## config.mk

```make
export PLATFORM = sky130hd
export DESIGN_NAME = round_robin_slot_table_flat
export DESIGN_NICKNAME = d
export VERILOG_FILES = /design/src/rrst_pkg.sv /design/src/rrst_req_if.sv /design/src/rrst_rsp_if.sv /design/src/round_robin_slot_table.sv /design/src/flat_wrapper.sv
export SDC_FILE = /design/constraint.sdc
export NUM_CORES = 1
export LEC_CHECK = 0
export ABC_AREA = 1
export BUFFER_PORTS_ARGS = -buffer_cell sky130_fd_sc_hd__buf_2
export CAP_MARGIN = 0
export CORE_MARGIN = 2
export CORE_UTILIZATION = 55
export DETAILED_ROUTE_END_ITERATION = 10
export PLACE_DENSITY_LB_ADDON = 0.3
export SYNTH_ARGS = -nofsm -noshare
export SYNTH_HDL_FRONTEND = slang
export SYNTH_SLANG_ARGS = --single-unit
```

## constraint.sdc

```tcl
create_clock -name clk -period 9.8 [get_ports clk]
set_input_delay 0.49 -clock clk [delete_from_list [all_inputs] [get_ports clk]]
set_output_delay 0.49 -clock clk [all_outputs]
set_load 0.01 [all_outputs]
```

## src/rrst_pkg.sv

```systemverilog
package rrst_pkg;

    localparam int ACTION_W   = 2;
    localparam int CAP_W      = 5;
    localparam int SLOT_IDX_W = 4;
    localparam int OCC_W      = 5;
    localparam int MASK_W     = 16;
    localparam int FIELD_BITS = 32;

    localparam logic [CAP_W-1:0] CAP_RESET = 5'd16;

    typedef enum logic [ACTION_W-1:0] {
        ACT_APPEND = 2'd0,
        ACT_REMOVE = 2'd1,
        ACT_SELECT = 2'd2,
        ACT_NOP    = 2'd3
    } action_t;

endpackage

```

## src/rrst_req_if.sv

```systemverilog
interface rrst_req_if #(
    parameter int VALUE_BITS = 32
);
    logic                               valid;
    logic                               ready;
    rrst_pkg::action_t                  action;
    logic [VALUE_BITS-1:0]              entry_value;
    logic [rrst_pkg::MASK_W-1:0]        accept_mask;

    modport source (output valid, output action, output entry_value, output accept_mask,
                    input ready);
    modport sink   (input valid, input action, input entry_value, input accept_mask,
                    output ready);
endinterface

```

## src/rrst_rsp_if.sv

```systemverilog
interface rrst_rsp_if #(
    parameter int VALUE_BITS = 32
);
    logic                               valid;
    logic                               ready;
    logic                               ok;
    logic [rrst_pkg::SLOT_IDX_W-1:0]    slot_index;
    logic [VALUE_BITS-1:0]              entry_out;
    logic [rrst_pkg::OCC_W-1:0]         occupied;

    modport source (output valid, output ok, output slot_index, output entry_out,
                    output occupied, input ready);
    modport sink   (input valid, input ok, input slot_index, input entry_out,
                    input occupied, output ready);
endinterface

```

## src/round_robin_slot_table.sv

```systemverilog
// Channel  | Dir | Payload                                   | Handshake
// ---------+-----+-------------------------------------------+-------------
// req      | in  | action, entry_value, accept_mask          | valid/ready
// rsp      | out | ok, slot_index, entry_out, occupied       | valid/ready
// cfg      | in  | cfg_wr_data (capacity)                    | cfg_wr_en
//
// An item is taken only while the sequencer is idle; one result item per input item.
// Append, remove and select walk the slot memory one read per cycle from the start slot
// until a slot qualifies or every slot has been read; a nop, a zero append or remove
// value and an append to a full table skip the walk. The single read port sets the pace.
// Reset clears the occupancy flags, count and pointer at once; no clearing pass.
// A result waiting on rsp does not block the next acceptance; a scan that finishes while
// the output register is still full holds until it drains.
module round_robin_slot_table #(
    parameter int SLOTS      = 16,
    parameter int VALUE_BITS = 32
) (
    input  logic                        clk,
    input  logic                        rst_n,
    rrst_req_if.sink                    req,
    rrst_rsp_if.source                  rsp,
    input  logic                        cfg_wr_en,
    input  logic [rrst_pkg::CAP_W-1:0]  cfg_wr_data
);

    localparam int AW         = (SLOTS > 1) ? $clog2(SLOTS) : 1;
    localparam int CNT_W      = $clog2(SLOTS + 1);
    localparam int CMP_W      = (CNT_W > rrst_pkg::CAP_W) ? CNT_W : rrst_pkg::CAP_W;
    localparam int EFF_BITS   = (VALUE_BITS < rrst_pkg::FIELD_BITS) ? VALUE_BITS
                                                                    : rrst_pkg::FIELD_BITS;
    localparam int MASK_SLOTS = (SLOTS < rrst_pkg::MASK_W) ? SLOTS : rrst_pkg::MASK_W;
    localparam logic [VALUE_BITS-1:0] VAL_MASK = {VALUE_BITS{1'b1}} >> (VALUE_BITS - EFF_BITS);

    typedef enum logic {
        ST_IDLE,
        ST_SCAN
    } state_t;

    // control and result registers
    state_t                         state_reg,    state_next;
    rrst_pkg::action_t              op_reg,       op_next;
    logic [VALUE_BITS-1:0]          val_reg,      val_next;
    logic [rrst_pkg::MASK_W-1:0]    mask_reg,     mask_next;
    logic                           skip_reg,     skip_next;
    logic [AW-1:0]                  addr_reg,     addr_next;
    logic [CNT_W-1:0]               issued_reg,   issued_next;
    logic                           rd_pend_reg,  rd_pend_next;
    logic [AW-1:0]                  rd_addr_reg,  rd_addr_next;
    logic [SLOTS-1:0]               valid_reg,    valid_next;
    logic [CNT_W-1:0]               count_reg,    count_next;
    logic [AW-1:0]                  ptr_reg,      ptr_next;
    logic                           out_valid_reg, out_valid_next;
    logic                           out_ok_reg,   out_ok_next;
    logic [rrst_pkg::SLOT_IDX_W-1:0] out_slot_reg, out_slot_next;
    logic [VALUE_BITS-1:0]          out_entry_reg, out_entry_next;
    logic [rrst_pkg::OCC_W-1:0]     out_occ_reg,  out_occ_next;
    logic [rrst_pkg::CAP_W-1:0]     cap_reg;

    // slot memory
    logic [VALUE_BITS-1:0]          mem [SLOTS];
    logic [VALUE_BITS-1:0]          rd_data_reg;

    logic                           accept;
    logic [VALUE_BITS-1:0]          val_in;
    logic [CMP_W-1:0]               cap_eff;
    logic                           full;
    logic [SLOTS-1:0]               mask_slots;
    logic                           scanning;
    logic                           cond;
    logic                           hit;
    logic                           fail;
    logic                           fin_req;
    logic                           out_free;
    logic                           fin;
    logic                           issue;
    logic                           mem_we;

    assign accept   = req.valid && req.ready;
    assign val_in   = req.entry_value & VAL_MASK;
    assign scanning = (state_reg == ST_SCAN);
    assign out_free = !out_valid_reg || rsp.ready;

    // capacity above the slot count behaves as the slot count
    assign cap_eff = (CMP_W'(cap_reg) > CMP_W'(SLOTS)) ? CMP_W'(SLOTS) : CMP_W'(cap_reg);
    assign full    = (CMP_W'(count_reg) >= cap_eff);

    // slots at 16 and above never carry a mask bit
    always_comb
    begin
        mask_slots = '0;
        for (int i = 0; i < MASK_SLOTS; i++)
        begin
            mask_slots[i] = mask_reg[i];
        end
    end

    // qualification of the slot whose data has just come back
    always_comb
    begin
        case (op_reg)
            rrst_pkg::ACT_APPEND: cond = !valid_reg[rd_addr_reg];
            rrst_pkg::ACT_REMOVE: cond = valid_reg[rd_addr_reg] && (rd_data_reg == val_reg);
            rrst_pkg::ACT_SELECT: cond = valid_reg[rd_addr_reg] && mask_slots[rd_addr_reg];
            default:              cond = 1'b0;
        endcase
    end

    assign hit     = scanning && !skip_reg && rd_pend_reg && cond;
    assign fail    = scanning && (skip_reg ||
                     (rd_pend_reg && !cond && (issued_reg == CNT_W'(SLOTS))));
    assign fin_req = hit || fail;
    assign fin     = fin_req && out_free;
    assign issue   = scanning && !skip_reg && !fin_req && (issued_reg != CNT_W'(SLOTS));
    assign mem_we  = fin && hit && (op_reg == rrst_pkg::ACT_APPEND);

    assign req.ready      = (state_reg == ST_IDLE);
    assign rsp.valid      = out_valid_reg;
    assign rsp.ok         = out_ok_reg;
    assign rsp.slot_index = out_slot_reg;
    assign rsp.entry_out  = out_entry_reg;
    assign rsp.occupied   = out_occ_reg;

    always_comb
    begin
        state_next     = state_reg;
        op_next        = op_reg;
        val_next       = val_reg;
        mask_next      = mask_reg;
        skip_next      = skip_reg;
        addr_next      = addr_reg;
        issued_next    = issued_reg;
        rd_pend_next   = rd_pend_reg;
        rd_addr_next   = rd_addr_reg;
        valid_next     = valid_reg;
        count_next     = count_reg;
        ptr_next       = ptr_reg;
        out_valid_next = out_valid_reg;
        out_ok_next    = out_ok_reg;
        out_slot_next  = out_slot_reg;
        out_entry_next = out_entry_reg;
        out_occ_next   = out_occ_reg;

        if (out_valid_reg && rsp.ready)
        begin
            out_valid_next = 1'b0;
        end

        if (accept)
        begin
            state_next   = ST_SCAN;
            op_next      = req.action;
            val_next     = val_in;
            mask_next    = req.accept_mask;
            issued_next  = '0;
            rd_pend_next = 1'b0;
            addr_next    = (req.action == rrst_pkg::ACT_SELECT) ? ptr_reg : '0;
            case (req.action)
                rrst_pkg::ACT_APPEND: skip_next = (val_in == '0) || full;
                rrst_pkg::ACT_REMOVE: skip_next = (val_in == '0);
                rrst_pkg::ACT_SELECT: skip_next = 1'b0;
                default:              skip_next = 1'b1;
            endcase
        end

        if (issue)
        begin
            rd_pend_next = 1'b1;
            rd_addr_next = addr_reg;
            issued_next  = issued_reg + 1'b1;
            addr_next    = (addr_reg == AW'(SLOTS - 1)) ? '0 : addr_reg + 1'b1;
        end

        if (fin)
        begin
            state_next     = ST_IDLE;
            rd_pend_next   = 1'b0;
            out_valid_next = 1'b1;
            out_ok_next    = hit;
            out_slot_next  = hit ? rrst_pkg::SLOT_IDX_W'(rd_addr_reg) : '0;
            out_entry_next = '0;
            if (hit)
            begin
                case (op_reg)
                    rrst_pkg::ACT_APPEND:
                    begin
                        valid_next[rd_addr_reg] = 1'b1;
                        count_next              = count_reg + 1'b1;
                    end
                    rrst_pkg::ACT_REMOVE:
                    begin
                        valid_next[rd_addr_reg] = 1'b0;
                        count_next              = count_reg - 1'b1;
                    end
                    rrst_pkg::ACT_SELECT:
                    begin
                        out_entry_next = rd_data_reg;
                        ptr_next       = (rd_addr_reg == AW'(SLOTS - 1)) ? '0
                                                                         : rd_addr_reg + 1'b1;
                    end
                    default:
                    begin
                        count_next = count_reg;
                    end
                endcase
            end
            out_occ_next = rrst_pkg::OCC_W'(count_next);
        end
    end

    always_ff @(posedge clk or negedge rst_n)
    begin
        if (!rst_n)
        begin
            state_reg     <= ST_IDLE;
            op_reg        <= rrst_pkg::ACT_NOP;
            val_reg       <= '0;
            mask_reg      <= '0;
            skip_reg      <= 1'b0;
            addr_reg      <= '0;
            issued_reg    <= '0;
            rd_pend_reg   <= 1'b0;
            rd_addr_reg   <= '0;
            valid_reg     <= '0;
            count_reg     <= '0;
            ptr_reg       <= '0;
            out_valid_reg <= 1'b0;
            out_ok_reg    <= 1'b0;
            out_slot_reg  <= '0;
            out_entry_reg <= '0;
            out_occ_reg   <= '0;
        end
        else
        begin
            state_reg     <= state_next;
            op_reg        <= op_next;
            val_reg       <= val_next;
            mask_reg      <= mask_next;
            skip_reg      <= skip_next;
            addr_reg      <= addr_next;
            issued_reg    <= issued_next;
            rd_pend_reg   <= rd_pend_next;
            rd_addr_reg   <= rd_addr_next;
            valid_reg     <= valid_next;
            count_reg     <= count_next;
            ptr_reg       <= ptr_next;
            out_valid_reg <= out_valid_next;
            out_ok_reg    <= out_ok_next;
            out_slot_reg  <= out_slot_next;
            out_entry_reg <= out_entry_next;
            out_occ_reg   <= out_occ_next;
        end
    end

    // capacity register; write it only while idle, the block itself does not enforce this
    always_ff @(posedge clk or negedge rst_n)
    begin
        if (!rst_n)
        begin
            cap_reg <= rrst_pkg::CAP_RESET;
        end
        else if (cfg_wr_en)
        begin
            cap_reg <= cfg_wr_data;
        end
    end

    // slot memory: one write, one registered read; a slot is only trusted when flagged
    always_ff @(posedge clk)
    begin
        if (mem_we)
        begin
            mem[rd_addr_reg] <= val_reg;
        end
        if (issue)
        begin
            rd_data_reg <= mem[addr_reg];
        end
    end

    a_count_matches_flags: assert property (@(posedge clk) disable iff (!rst_n)
        count_reg == CNT_W'($countones(valid_reg)))
        else $error("occupancy count out of step with slot flags");

    a_append_bumps_count: assert property (@(posedge clk) disable iff (!rst_n)
        (fin && hit && op_reg == rrst_pkg::ACT_APPEND) |=> count_reg == $past(count_reg) + 1'b1)
        else $error("successful append did not raise the count");

    a_result_from_finish: assert property (@(posedge clk) disable iff (!rst_n)
        $rose(out_valid_reg) |-> $past(fin))
        else $error("result item appeared without a finished scan");

    a_read_only_in_scan: assert property (@(posedge clk) disable iff (!rst_n)
        rd_pend_reg |-> scanning)
        else $error("read pending outside a scan");

endmodule

```

## src/flat_wrapper.sv

```systemverilog
// flat-port wrapper written by rule: the top's interface ports become plain ports
module round_robin_slot_table_flat 
#(
    parameter int SLOTS      = 16,
    parameter int VALUE_BITS = 32
)
  (clk, rst_n, cfg_wr_en, cfg_wr_data, req_valid, req_action, req_entry_value, req_accept_mask, req_ready, rsp_valid, rsp_ok, rsp_slot_index, rsp_entry_out, rsp_occupied, rsp_ready);
  rrst_req_if #(.VALUE_BITS(VALUE_BITS)) req_i ();
  rrst_rsp_if #(.VALUE_BITS(VALUE_BITS)) rsp_i ();
  input  logic clk;
  input  logic rst_n;
  input  logic cfg_wr_en;
  input  logic [rrst_pkg::CAP_W-1:0] cfg_wr_data;
  input wire logic [$bits(req_i.valid)-1:0] req_valid;
  input wire logic [$bits(req_i.action)-1:0] req_action;
  input wire logic [$bits(req_i.entry_value)-1:0] req_entry_value;
  input wire logic [$bits(req_i.accept_mask)-1:0] req_accept_mask;
  output wire logic [$bits(req_i.ready)-1:0] req_ready;
  output wire logic [$bits(rsp_i.valid)-1:0] rsp_valid;
  output wire logic [$bits(rsp_i.ok)-1:0] rsp_ok;
  output wire logic [$bits(rsp_i.slot_index)-1:0] rsp_slot_index;
  output wire logic [$bits(rsp_i.entry_out)-1:0] rsp_entry_out;
  output wire logic [$bits(rsp_i.occupied)-1:0] rsp_occupied;
  input wire logic [$bits(rsp_i.ready)-1:0] rsp_ready;
  assign req_i.valid = req_valid;
  assign req_i.action = req_action;
  assign req_i.entry_value = req_entry_value;
  assign req_i.accept_mask = req_accept_mask;
  assign req_ready = req_i.ready;
  assign rsp_valid = rsp_i.valid;
  assign rsp_ok = rsp_i.ok;
  assign rsp_slot_index = rsp_i.slot_index;
  assign rsp_entry_out = rsp_i.entry_out;
  assign rsp_occupied = rsp_i.occupied;
  assign rsp_i.ready = rsp_ready;
  round_robin_slot_table #(.SLOTS(SLOTS), .VALUE_BITS(VALUE_BITS)) u_core (.clk(clk), .rst_n(rst_n), .req(req_i), .rsp(rsp_i), .cfg_wr_en(cfg_wr_en), .cfg_wr_data(cfg_wr_data));
endmodule
```

==> results.toml <==
[clocking]
clkTransAtPathRegs_ps = 60
clockRootBuffer = "clkbuf_16"
cts_max_path_buffers = 3
h-tree-depth = 3
cts-resized-gates = 0
cts_setup_buffers = 0
cts_hold_buf = 0
cts.sinks = 678
cts_made_buffers = 70
clk_latency_ps = 600
cts_tree = "yes"

[critical_path]
cp-end-kind = "register"
critPathRequiredTime_ps = 10090
crit_type = "register to register"
cp_cell_sequence = "xnor2_1, nand2_1, nor2_1, nand2_1, nor2_1, nand2_1, nand2_1, nand3_1, nand2_1, nand3_1, nand3_2, clkinv_1, buf_4"
ff2ff_path_depth = 13
slowest_delay_ps = 680
crit_start = "u_core.val_reg[20]"
r2r_end = "u_core.rd_data_reg[28]"
ff2ff_setup_slack_ps = 5780
crit_top_cell = "nand2_1"
timing.rr.start = "u_core.val_reg[20]"
slowest_stage = "clkinv_1"
critPathMaxFanout = 21
arrival_ps = 4310
start_kind = "register"

[route]
drt_iter0_drc = 2542
routedWlPerCell_um = 23.4
vias = 18700
wirelength_um = 72400
ant_nets = 0
viasPerCell = 6.03
first_pass_iters = 6
drc = 0

[place]
dp_hpwl_um = 35800
place_congestion = 0.848
postPlaceCellArea_mm2 = 0.0285
io_buffer_count = 103

[sta]
period_minus_slack_ps = 4020
fin_worst_skew_ps = 27.8
rsz0062_at_grt = "no"
holdWs_ps = 23.4
max_freq_ghz = 0.249
fin_crit_sh_pct = 41.0
finalSetupViolCount = 0
max-slew-margin-rel_pct = 18.1
slew_viol_final = 0
hold_violations = 0
setup_tns_ps = 0
tightest_slew_ps = 1230

[hold_path]
hold_path_class = "input port to asynchronous set/reset pin"

[power_and_ir_drop]
clkPwrFrac_pct = 29.0
p_sw_share_pct = 34.3
leakage_uw = 0.0117
ir_drop_v = 0.000216
power.density_mw_per_mm2 = 295
seqPwrFrac_pct = 48.1
p_int_uw = 5950
combPwrFrac_pct = 23.0
p_switching_uw = 3100

[final_layout]
drive_gt1_share_pct = 11.3
num_antenna_cells = 0
synthToLayoutAreaGrowth_pct = 12.6
nets = 2459
regMostFlops = "u_core.mem"
final_area_mm2 = 0.0307
largest_reg_flops = 512

[global_routing]
grt_usage_pct = 28.4
grt_max_degree = 158
grt_overflow = 0
grt_antenna_before_repair = 2
grt_pass1_vias = 18200
grt_pass1_wl_um = 108000

[synth]
syn_inst = 2302
syn_nets = 2382
yosysUniqueCellTypes = 38
synth-warning-count = 0
netlist_area_mm2 = 0.0273
ys_seq_elements = 678
synth.avg_cell_area_um2 = 11.9
yosysSeqAreaShare_pct = 72.1

[outcome]
status = "finished clean"

[die]
chipWidth_um = 227
die-area_mm2 = 0.0514
start_util_pct = 55.8
row_count = 81
placeableCoreArea_mm2 = 0.0490
die_h_um = 227
ioPinCount = 104

[job]
max-cap-violations = 0
-- power groups by stage --
stage | registers, uW | logic, uW | clock network (uW)
6_report | 4350 | 2080 | 2630
5_1_grt | 4410 | 2310 | 2760
4_1_cts | 4340 | 2080 | 2640
3_5_place_dp | 4390 | 2050 | 0
3_3_place_gp | 4370 | 1980 | 0
2_1_floorplan | 4160 | 1430 | 0
-- how the worst max path moves through the flow --
stage | endpoint | slack, ps | depth (start not counted)
6_report | u_core.rd_data_reg[28] | 5780 | 13
5_1_grt | u_core.addr_reg[1] | 5460 | 18
4_1_cts | u_core.issued_reg[0] | 5830 | 16
3_5_place_dp | u_core.issued_reg[0] | 5830 | 16
3_3_place_gp | u_core.rd_data_reg[4] | 5960 | 13
2_1_floorplan | u_core.mem[10][0] | 4470 | 15
-- metrics by stage --
step	setup WS (ps)	total power [uW]	util, %	instances
2_1_floorplan	4470	5590	-	2302
3_3_place_gp	5960	6350	58.2	2971
3_5_place_dp	5830	6440	58.2	2971
4_1_cts	5830	9060	62.8	3098
5_1_grt	5460	9480	62.8	3098
6_report	5780	9060	62.8	3098
-- worst max-delay path, delay by kind of cell (launching register included) --
family	cells	cell delay (ps)
AND/OR/NAND/NOR	10	1660
buffers and inverters	2	1190
flip-flops	1	670
XOR/XNOR	1	170
-- metal layers --
metal	global-route usage (%)	share of wire (%)	vias to the layer above
li1	-	-	8308
met1	39.4	39	9168
met2	45.7	48	1074
met3	5.31	10	138
met4	9.61	2.6	2
met5	0	0.018	-
-- synthesized netlist by cell type --
master / count / area, um^2
clkbuf_1: 103 / 387
o311ai_0: 1 / 8.76
edfxtp_1: 544 / 16300
o211ai_4: 1 / 21.3
o21bai_1: 1 / 7.51
nand2_2: 1 / 6.26
o21ai_1: 4 / 20.0
or2_2: 1 / 6.26
buf_4: 4 / 30.0
buf_2: 8 / 40.0
nand3_1: 94 / 470
inv_2: 4 / 15.0
a211oi_1: 1 / 7.51
o221ai_1: 28 / 245
xor2_1: 4 / 35.0
dfrtp_1: 131 / 3280
o21ai_0: 208 / 1040
nor2_4: 3 / 33.8
o211ai_1: 1 / 7.51
dfstp_2: 3 / 78.8
mux2_2: 2 / 22.5
nor2_1: 181 / 679
nor4_1: 22 / 138
a221oi_1: 36 / 315
ha_1: 19 / 238
nor3_1: 5 / 25.0
nand3_2: 1 / 10.0
a31oi_1: 1 / 6.26
xnor2_1: 29 / 254
fa_1: 1 / 20.0
buf_1: 11 / 41.3
clkinv_1: 2 / 7.51
nand4_1: 30 / 188
a21oi_1: 77 / 385
buf_6: 3 / 33.8
o22ai_1: 38 / 238
inv_1: 60 / 225
nand2_1: 639 / 2400
-- layout by cell type (no fill, tap or decap), drive strengths merged, types with 29 or more instances in the layout --
cell	count
a21oi	77
a221oi	36
buf	134
clkbuf	101
dfrtp	131
edfxtp	544
inv	65
nand2	640
nand3	95
nand4	30
nor2	184
o21ai	212
o22ai	38
xnor2	29
-- cell type report --
| type | instances | area [um^2] |
|---|---|---|
| clock buffers | 101 | 2050 |
| clock inverters | 26 | 219 |
| well taps | 664 | 831 |
| fillers | 3685 | 18200 |
| inverters | 66 | 254 |
| flip-flops and latches | 678 | 19700 |
| multi-input cells | 1429 | 6940 |
| repair buffers | 134 | 754 |
-- cell families (layout without fill, tap and decap cells) --
| group | after synthesis | count (layout) | share of synthesized area, % |
|---|---|---|---|
| multiplexers | 2 | 2 | 0.0825 |
| flip-flops | 678 | 678 | 72.1 |
| adder cells (fa/ha/maj) | 20 | 20 | 0.944 |
| XOR/XNOR | 33 | 33 | 1.06 |
| AO/OA/AOI/OAI | 397 | 397 | 8.44 |
| buffers and inverters | 195 | 327 | 2.86 |
| AND/OR/NAND/NOR | 977 | 977 | 14.5 |
Note: power is estimated with default switching activity, not from simulation.
